## config.mk

```make
export PLATFORM = sky130hd
export DESIGN_NAME = tempo_pulse_multiplier
export DESIGN_NICKNAME = d
export VERILOG_FILES = /design/src/hw/rtl/tpm_pkg.sv /design/src/hw/rtl/tpm_ctrl.sv /design/src/hw/rtl/tpm_dpath.sv /design/src/hw/rtl/tempo_pulse_multiplier.sv
export VERILOG_INCLUDE_DIRS = /design/src /design/src/hw/rtl
export SDC_FILE = /design/constraint.sdc
export NUM_CORES = 1
export LEC_CHECK = 0
export ABC_AREA = 1
export BUFFER_PORTS_ARGS = -buffer_cell sky130_fd_sc_hd__clkbuf_2
export CORE_MARGIN = 4
export CORE_UTILIZATION = 55
export CTS_CLUSTER_SIZE = 16
export DETAILED_ROUTE_END_ITERATION = 8
export PLACE_DENSITY = 0.75
export SLEW_MARGIN = 20
export SYNTH_ARGS = -nofsm -noshare
export SYNTH_HDL_FRONTEND = slang
export SYNTH_SLANG_ARGS = --single-unit
export TNS_END_PERCENT = 20
```

## constraint.sdc

```tcl
create_clock -name i_clk -period 4.2 [get_ports i_clk]
set_input_delay 0.21 -clock i_clk [delete_from_list [all_inputs] [get_ports i_clk]]
set_output_delay 0.21 -clock i_clk [all_outputs]
set_load 0.05 [all_outputs]
```

## src/hw/rtl/tempo_pulse_multiplier_defines.svh

```systemverilog
// Assertion macros shared by the tempo pulse multiplier RTL.
`ifndef TEMPO_PULSE_MULTIPLIER_DEFINES_SVH
`define TEMPO_PULSE_MULTIPLIER_DEFINES_SVH

// Same-cycle implication, checked on every clock edge outside reset.
`define TPM_ASSERT_NOW(label, ante, cons, msg) \
    label: assert property (@(posedge i_clk) disable iff (!i_rst_n) (ante) |-> (cons)) \
        else $error(msg);

// Next-cycle implication, checked on every clock edge outside reset.
`define TPM_ASSERT_NEXT(label, ante, cons, msg) \
    label: assert property (@(posedge i_clk) disable iff (!i_rst_n) (ante) |=> (cons)) \
        else $error(msg);

`endif

```

## src/hw/rtl/tpm_pkg.sv

```systemverilog
// Package with the types, codes and constants of the tempo pulse multiplier.
package tpm_pkg;

    // Field widths of the transaction payloads.
    localparam int CMD_W      = 2;
    localparam int CTRL_W     = 12;
    localparam int SUB_W      = 32;
    localparam int MULT_W     = 6;
    localparam int TICK_BITS_DEF = 32;

    // Command codes carried in the input transaction.
    localparam logic [CMD_W-1:0] CMD_TICK = 2'd0;
    localparam logic [CMD_W-1:0] CMD_EDGE = 2'd1;
    localparam logic [CMD_W-1:0] CMD_CTRL = 2'd2;

    // Multiplier value after reset.
    localparam logic [MULT_W-1:0] MULT_RESET = 6'd2;

    // Input transaction.
    typedef struct packed {
        logic [CMD_W-1:0]  cmd;
        logic [CTRL_W-1:0] ctrl_value;
    } t_in;

    // Output transaction.
    typedef struct packed {
        logic             pulse_on;
        logic [SUB_W-1:0] sub_period;
    } t_out;

    // Commands from the controller to the datapath.
    typedef struct packed {
        logic start;     // take the input transaction
        logic step;      // one divider iteration
        logic finish;    // commit the quotient to the state
        logic load_out;  // capture the result into the output register
    } t_cmd;

    // Status from the datapath to the controller.
    typedef struct packed {
        logic need_div;  // the offered transaction needs a division
    } t_stat;

    // Multiplier from the control sample: (value >> 8) * 2 + 2, range 2..32.
    function automatic logic [MULT_W-1:0] mult_from_ctrl(input logic [CTRL_W-1:0] v);
        return {1'b0, v[CTRL_W-1:8], 1'b0} + MULT_RESET;
    endfunction

endpackage

```

## src/hw/rtl/tpm_ctrl.sv

```systemverilog
// Controller state machine of the tempo pulse multiplier.
module tpm_ctrl
    import tpm_pkg::*;
#(
    parameter int TICK_BITS = TICK_BITS_DEF
) (
    input  logic  i_clk,
    input  logic  i_rst_n,
    input  logic  i_in_valid,
    output logic  o_in_ready,
    output logic  o_out_valid,
    input  logic  i_out_ready,
    input  t_stat i_stat,
    output t_cmd  o_cmd
);

    localparam int DIV_W = TICK_BITS + MULT_W;
    localparam int CNT_W = $clog2(DIV_W);

    localparam logic [1:0] S_IDLE = 2'd0;
    localparam logic [1:0] S_DIV  = 2'd1;
    localparam logic [1:0] S_DONE = 2'd2;

    logic [1:0]       r_state, n_state;
    logic [CNT_W-1:0] r_cnt, n_cnt;
    logic             r_out_valid, n_out_valid;
    logic             out_free;
    logic             accept;

    // The output register can take a result when empty or being drained.
    assign out_free   = !r_out_valid || i_out_ready;
    assign o_in_ready = (r_state == S_IDLE) && out_free;
    assign accept     = i_in_valid && o_in_ready;

    // Next state and commands.
    always_comb begin
        n_state = r_state;
        n_cnt   = r_cnt;
        o_cmd   = '0;
        case (r_state)
            S_IDLE: begin
                if (accept) begin
                    o_cmd.start = 1'b1;
                    if (i_stat.need_div) begin
                        n_state = S_DIV;
                        n_cnt   = '0;
                    end else begin
                        o_cmd.load_out = 1'b1;
                    end
                end
            end
            S_DIV: begin
                o_cmd.step = 1'b1;
                n_cnt      = r_cnt + 1'b1;
                if (r_cnt == CNT_W'(DIV_W - 1)) begin
                    n_state = S_DONE;
                end
            end
            S_DONE: begin
                if (out_free) begin
                    o_cmd.finish   = 1'b1;
                    o_cmd.load_out = 1'b1;
                    n_state        = S_IDLE;
                end
            end
            default: begin
                n_state = S_IDLE;
            end
        endcase
    end

    // Output valid follows loads and drains of the output register.
    always_comb begin
        if (o_cmd.load_out) begin
            n_out_valid = 1'b1;
        end else if (i_out_ready) begin
            n_out_valid = 1'b0;
        end else begin
            n_out_valid = r_out_valid;
        end
    end

    assign o_out_valid = r_out_valid;

    always_ff @(posedge i_clk) begin
        if (!i_rst_n) begin
            r_state     <= S_IDLE;
            r_cnt       <= '0;
            r_out_valid <= 1'b0;
        end else begin
            r_state     <= n_state;
            r_cnt       <= n_cnt;
            r_out_valid <= n_out_valid;
        end
    end

endmodule

```

## src/hw/rtl/tpm_dpath.sv

```systemverilog
// Datapath of the tempo pulse multiplier: phase state, divider and output register.
module tpm_dpath
    import tpm_pkg::*;
#(
    parameter int TICK_BITS = TICK_BITS_DEF
) (
    input  logic  i_clk,
    input  logic  i_rst_n,
    input  t_in   i_data,
    input  t_cmd  i_cmd,
    output t_stat o_stat,
    output t_out  o_data
);

    localparam int DIV_W = TICK_BITS + MULT_W;

    // Architectural state.
    logic [TICK_BITS-1:0] r_rise, n_rise;
    logic [TICK_BITS-1:0] r_fall, n_fall;
    logic [TICK_BITS-1:0] r_phase, n_phase;
    logic [TICK_BITS-1:0] r_tick, n_tick;
    logic [MULT_W-1:0]    r_mult, n_mult;
    logic                 r_level, n_level;

    // Divider registers and the pending operation.
    logic [DIV_W-1:0]     r_quo;
    logic [MULT_W-1:0]    r_rem;
    logic [MULT_W-1:0]    r_div;
    logic [MULT_W-1:0]    r_nm;
    logic                 r_op_edge;

    // Output payload register.
    t_out                 r_out;

    logic [MULT_W-1:0]    nm;
    logic                 is_edge;
    logic                 is_ctrl;
    logic [TICK_BITS-1:0] phase_inc;
    logic [TICK_BITS-1:0] quo;
    logic [MULT_W:0]      trial;
    logic [MULT_W:0]      diff;
    logic                 q_bit;

    // Decode of the offered transaction.
    assign nm      = mult_from_ctrl(i_data.ctrl_value);
    assign is_edge = (i_data.cmd == CMD_EDGE);
    assign is_ctrl = (i_data.cmd == CMD_CTRL);
    assign o_stat.need_div = is_edge || (is_ctrl && (nm != r_mult));

    assign phase_inc = r_phase + 1'b1;
    assign quo       = r_quo[TICK_BITS-1:0];

    // One restoring division step: shift in the next dividend bit and subtract.
    assign trial = {r_rem, r_quo[DIV_W-1]};
    assign diff  = trial - {1'b0, r_div};
    assign q_bit = (trial >= {1'b0, r_div});

    // Next architectural state.
    always_comb begin
        n_rise  = r_rise;
        n_fall  = r_fall;
        n_phase = r_phase;
        n_tick  = r_tick;
        n_mult  = r_mult;
        n_level = r_level;
        if (i_cmd.start && (i_data.cmd == CMD_TICK)) begin
            // Timer tick: advance the phase, wrap at the fall mark.
            if (r_phase >= r_fall) begin
                n_level = 1'b0;
                n_phase = '0;
            end else begin
                n_phase = phase_inc;
                if (phase_inc >= r_rise) begin
                    n_level = 1'b1;
                end
            end
            n_tick = r_tick + 1'b1;
        end else if (i_cmd.finish) begin
            n_rise = quo;
            n_fall = {quo[TICK_BITS-2:0], 1'b0};
            if (r_op_edge) begin
                n_level = 1'b1;
                n_phase = quo;
                n_tick  = '0;
            end else begin
                n_mult = r_nm;
            end
        end
    end

    always_ff @(posedge i_clk) begin
        if (!i_rst_n) begin
            r_rise  <= '0;
            r_fall  <= '0;
            r_phase <= '0;
            r_tick  <= '0;
            r_mult  <= MULT_RESET;
            r_level <= 1'b0;
        end else begin
            r_rise  <= n_rise;
            r_fall  <= n_fall;
            r_phase <= n_phase;
            r_tick  <= n_tick;
            r_mult  <= n_mult;
            r_level <= n_level;
        end
    end

    // Divider load and iteration; the edge divides the tick count, the control
    // update divides the rescaled sub-period.
    always_ff @(posedge i_clk) begin
        if (i_cmd.start && o_stat.need_div) begin
            r_op_edge <= is_edge;
            r_nm      <= nm;
            r_rem     <= '0;
            if (is_edge) begin
                r_quo <= DIV_W'(r_tick);
                r_div <= r_mult;
            end else begin
                r_quo <= DIV_W'(r_rise) * DIV_W'(r_mult);
                r_div <= nm;
            end
        end else if (i_cmd.step) begin
            r_rem <= q_bit ? diff[MULT_W-1:0] : trial[MULT_W-1:0];
            r_quo <= {r_quo[DIV_W-2:0], q_bit};
        end
    end

    // Output register captures the state after the transaction.
    always_ff @(posedge i_clk) begin
        if (i_cmd.load_out) begin
            r_out.pulse_on   <= n_level;
            r_out.sub_period <= SUB_W'(n_rise);
        end
    end

    assign o_data = r_out;

endmodule

```

## src/hw/rtl/tempo_pulse_multiplier.sv

```systemverilog
// Top level of the tempo pulse multiplier.
//
// Each input transaction is a timer tick, a rising edge of the incoming clock,
// or a new multiplier control sample; each gives one result with the output
// level and the current sub-period in ticks. Ticks, unused codes and control
// samples that leave the multiplier unchanged need no division, and the next
// transaction can follow at once. A rising edge, or a control sample that
// changes the multiplier, runs a restoring divider one quotient bit per cycle
// over TICK_BITS + 6 bits, and no further transaction is accepted until the
// quotient is committed and its result captured. A new transaction is taken
// only while the output register is empty or is being drained in the same
// cycle, so a result that the receiver holds off also holds off the input
// until it is taken.
`include "tempo_pulse_multiplier_defines.svh"

module tempo_pulse_multiplier
    import tpm_pkg::*;
#(
    parameter int TICK_BITS = TICK_BITS_DEF
) (
    input  logic i_clk,
    input  logic i_rst_n,
    input  logic i_valid,
    output logic o_ready,
    input  t_in  i_data,
    output logic o_valid,
    input  logic i_ready,
    output t_out o_data
);

    t_cmd  ctrl_cmd;
    t_stat dp_stat;

    tpm_ctrl #(
        .TICK_BITS (TICK_BITS)
    ) u_ctrl (
        .i_clk       (i_clk),
        .i_rst_n     (i_rst_n),
        .i_in_valid  (i_valid),
        .o_in_ready  (o_ready),
        .o_out_valid (o_valid),
        .i_out_ready (i_ready),
        .i_stat      (dp_stat),
        .o_cmd       (ctrl_cmd)
    );

    tpm_dpath #(
        .TICK_BITS (TICK_BITS)
    ) u_dpath (
        .i_clk   (i_clk),
        .i_rst_n (i_rst_n),
        .i_data  (i_data),
        .i_cmd   (ctrl_cmd),
        .o_stat  (dp_stat),
        .o_data  (o_data)
    );

    // No new transaction is taken while the divider iterates.
    `TPM_ASSERT_NOW(a_no_start_in_div, ctrl_cmd.step, !ctrl_cmd.start && !o_ready,
        "transaction accepted during division")

    // A transaction that needs no division yields its result in the next cycle.
    `TPM_ASSERT_NEXT(a_direct_result, ctrl_cmd.start && !dp_stat.need_div, o_valid,
        "direct result not presented")

    // Committing a quotient always captures a result.
    `TPM_ASSERT_NOW(a_finish_loads, ctrl_cmd.finish, ctrl_cmd.load_out && !ctrl_cmd.step,
        "quotient committed without a result")

    // A rising edge drives the output on.
    `TPM_ASSERT_NEXT(a_edge_pulse_on, ctrl_cmd.finish && u_dpath.r_op_edge, o_data.pulse_on,
        "rising edge did not turn the output on")

endmodule
```

==> results_dict.tcl <==
set metrics [dict create \
    outcome "completed" \
    dpl.hpwl_microns 41060 \
    slew_viol_final 0 \
    rsz0062_at_grt "yes" \
    syn-cell-area_sq_mm 0.01865 \
    ant_nets 0 \
    grt_usage_pct 29.62 \
    synth_nets 2920 \
    grt_pass1_vias 17020 \
    critPathKind "flip-flop to flip-flop" \
    synth_top_family_by_area "simple AND/OR/NAND/NOR gates" \
    fin_util_pct 64.99 \
    hp-class "primary input to flip-flop" \
    hold_viol 0 \
    synth_edf_count 82 \
    cts_sinks 230 \
    syn-instance-count 2664 \
    nets 3009 \
    yosysSeqAreaShare_pct 29.09 \
    dr_wl_met3_microns 4893 \
    max_freq_mhz 242.1 \
    yosysUniqueCellTypes 45 \
    cts-root-buf "clkbuf_16" \
    clk_pin_slew_ns 0.06 \
    synthAdderAreaFrac_pct 19.67 \
    fin_crit_ns 4.131 \
    cp_max_fo 7 \
    port_buffers 44 \
    die_x_microns 192.1 \
    maxCapViolCount 0 \
    gp_congestion 1.005 \
    grt_pass1_wl_microns 87730 \
    synthMuxAreaShare_pct 0 \
    worstHoldPathCells 3 \
    met1_length_microns 23140 \
    clockBufferDepth 3 \
    cts-buffers-inserted 27 \
    regToRegEndpoint "u_dpath.r_quo[24]" \
    synth-compound-area-share_pct 11.85 \
    vias_per_cell 5.610 \
    met2_length_microns 26550 \
    drcViolationCount 0 \
    arrival_ns 4.44 \
    p_leak_uw 0.01098 \
    fin_skew_ns 0.01143 \
    drt-total-wl_microns 57460 \
    relSlewSlack_pct 39.61 \
    synth_top_area_cell "dfxtp_1" \
    num_antenna_cells 0 \
    ys_ff_latch 230 \
    clk_latency_ns 0.56 \
    final_common_cell "nand2_1" \
    worstHoldEndpoint "u_dpath.r_nm[4]" \
    p_per_area_mw_per_mm2 273.6 \
    top_layer "met4" \
    syn_avg_cell_area_sq_um 7.000 \
    grt_max_degree 65 \
    antenna_found_initial 0 \
    critical_path_required_ns 4.51 \
    rows 67 \
    p_total_uw 5948 \
    coreArea_sq_mm 0.03345 \
    syn2layout_area_growth_pct 16.57 \
    dr.pass1.iters 8 \
    period_share_pct 98.35 \
    synth_area_leaders "dfxtp_1 16%, nand2_1 15%, edfxtp_1 13%" \
    layout-drive-gt1-share_pct 13.41 \
    htreeDepth 1 \
    hold-worst-slack_ns 0.08182 \
    io_pins 53 \
    synth_xor_xnor_area_share_pct 1.691 \
    reg2reg_from "u_dpath.r_mult[4]" \
    rr_worst_depth 20 \
    fp.dieH_microns 192.1 \
    synth_top_area_share_pct 15.89 \
    worst_pin_slew_ns 0.9045 \
    final_cell_mix "709 x nand2_1, 536 x inv_1, 202 x a21oi_1, 145 x dfxtp_1, 130 x o21ai_0" \
    yosys_warnings 0 \
    route.vias.total 18080 \
    setup_viol 0 \
    vdd_ir_drop_max_v 0.0002921 \
    critPathLaunchType "flip-flop" \
    die_area_sq_mm 0.03692 \
    cts_tree "done" \
    drtIter0Drc 1892 \
    reg2reg_slack_ns 0.07 \
    drt-wirelength-per-cell_microns 17.83 \
    crit_path_end_kind "flip-flop" \
    overflow 0 \
    ys_async_sr_fraction_pct 0 \
    min_from "i_data[11]" \
    initial_core_util_pct 55.75 \
    yosys_most_used_dff "dfxtp_1" \
    yosys.area_share.simple_pct 24.76 \
]
## state kept, by name, summed over array words and instances (netlist names), 6 cells and up
| register | flops |
|---|---|
| u_dpath.r_quo | 38 |
| u_dpath.o_data | 33 |
| u_dpath.r_phase | 32 |
| u_dpath.r_tick | 32 |
| u_dpath.r_rise | 32 |
| u_dpath.r_rem | 6 |
| u_dpath.r_fall | 31 |
| u_ctrl.r_cnt | 6 |
## report_power, final
group	internal (uW)	leakage, uW	switching, uW
Clock	1410	0.000439	995
Combinational	283	0.00856	665
Sequential	2470	0.00198	131
Total	4160	0.0110	1790
## critical path: stages, from the launching register on
cell and delay [ns]:
dfxtp_4 0.44, clkbuf_16 0.19, nand2_1 0.05, inv_1 0.08, fa_1 0.46, fa_1 0.56, inv_1 0.06, fa_1 0.53
inv_1 0.06, ha_4 0.26, buf_4 0.15, nand2_2 0.13, o21ai_1 0.14, inv_1 0.13, nand2_1 0.07, nand2_1 0.07
nand3_1 0.09, nand2_1 0.08, nand2_1 0.06, o21ai_2 0.20, nand2_1 0.07
## worst max path at each step
stage | endpoint | cells past startpoint | slack [ns] | from
after CTS | u_dpath.r_quo[29] | 19 | 0.002 | u_dpath.r_mult[3]
final | u_dpath.r_quo[24] | 20 | 0.07 | u_dpath.r_mult[4]
after global routing | u_dpath.r_quo[29] | 19 | -0.08 | u_dpath.r_mult[5]
after detailed placement | u_dpath.r_quo[17] | 17 | -0.08 | u_dpath.r_mult[5]
after floorplan | u_dpath.r_quo[22] | 19 | 0.16 | u_dpath.r_mult[4]
after global placement | u_dpath.r_quo[17] | 17 | -0.02 | u_dpath.r_mult[5]
## layer usage
layer / vias to the layer above / global-route usage [%]
li1: 8569 / -
met1: 8534 / 39.55
met2: 811 / 48.42
met3: 161 / 4.380
met4: 0 / 12.12
met5: - / 0
## cells in the mapped netlist, drive strengths merged, types with 6 or more instances
cell	instances
nand2	747
inv	552
a21oi	231
o21ai	160
dfxtp	148
ha	146
nor2	135
nand3	111
fa	92
edfxtp	82
clkbuf	60
nand4	55
nor3	31
xor2	26
buf	20
xnor2	10
nor4	8
or2	7
nand3b	6
## kinds of logic (layout without fill, tap and decap cells)
| kind of cell | after synthesis | after routing |
|---|---|---|
| adders and majority gates | 238 | 238 |
| AOI/OAI and AO/OA | 423 | 423 |
| xor gates and xnor gates | 36 | 36 |
| and+or+nand+nor | 1103 | 1103 |
| buffers and inverters | 634 | 744 |
| DFF | 230 | 230 |
## per-stage QoR
step / TNS, ns / instance area, sq um / worst slack, ns / cells
6_report: 0 / 21740 / 0.06914 / 3222
5_1_grt: -0.5473 / 21740 / -0.07667 / 3222
4_1_cts: 0 / 20700 / 0.001761 / 3203
3_5_place_dp: -0.3740 / 19760 / -0.07721 / 3152
3_3_place_gp: -0.02162 / 19760 / -0.02162 / 3152
2_1_floorplan: 0 / 18650 / 0.1555 / 2664
## area by class of cell
class                   count  area, sq um
flip-flops and latches    230         5434
inverters                 554         2079
multi-input cells        1800        11650
clock buffers              41        819.5
repair buffers            140         1111
fillers                  2896        11710
clock inverters             9        82.58
well taps                 448        560.5
## timing repair
item,4_1_cts,5_1_grt
pin swaps,1,60
endpoints found under the hold margin,1,0
hold buffers,1,0
buffers inserted,0,14
gates resized for setup,14,205
endpoints found under the setup margin,12,28
gates cloned,0,5
No activity file was read; power rests on OpenSTA's default activity.
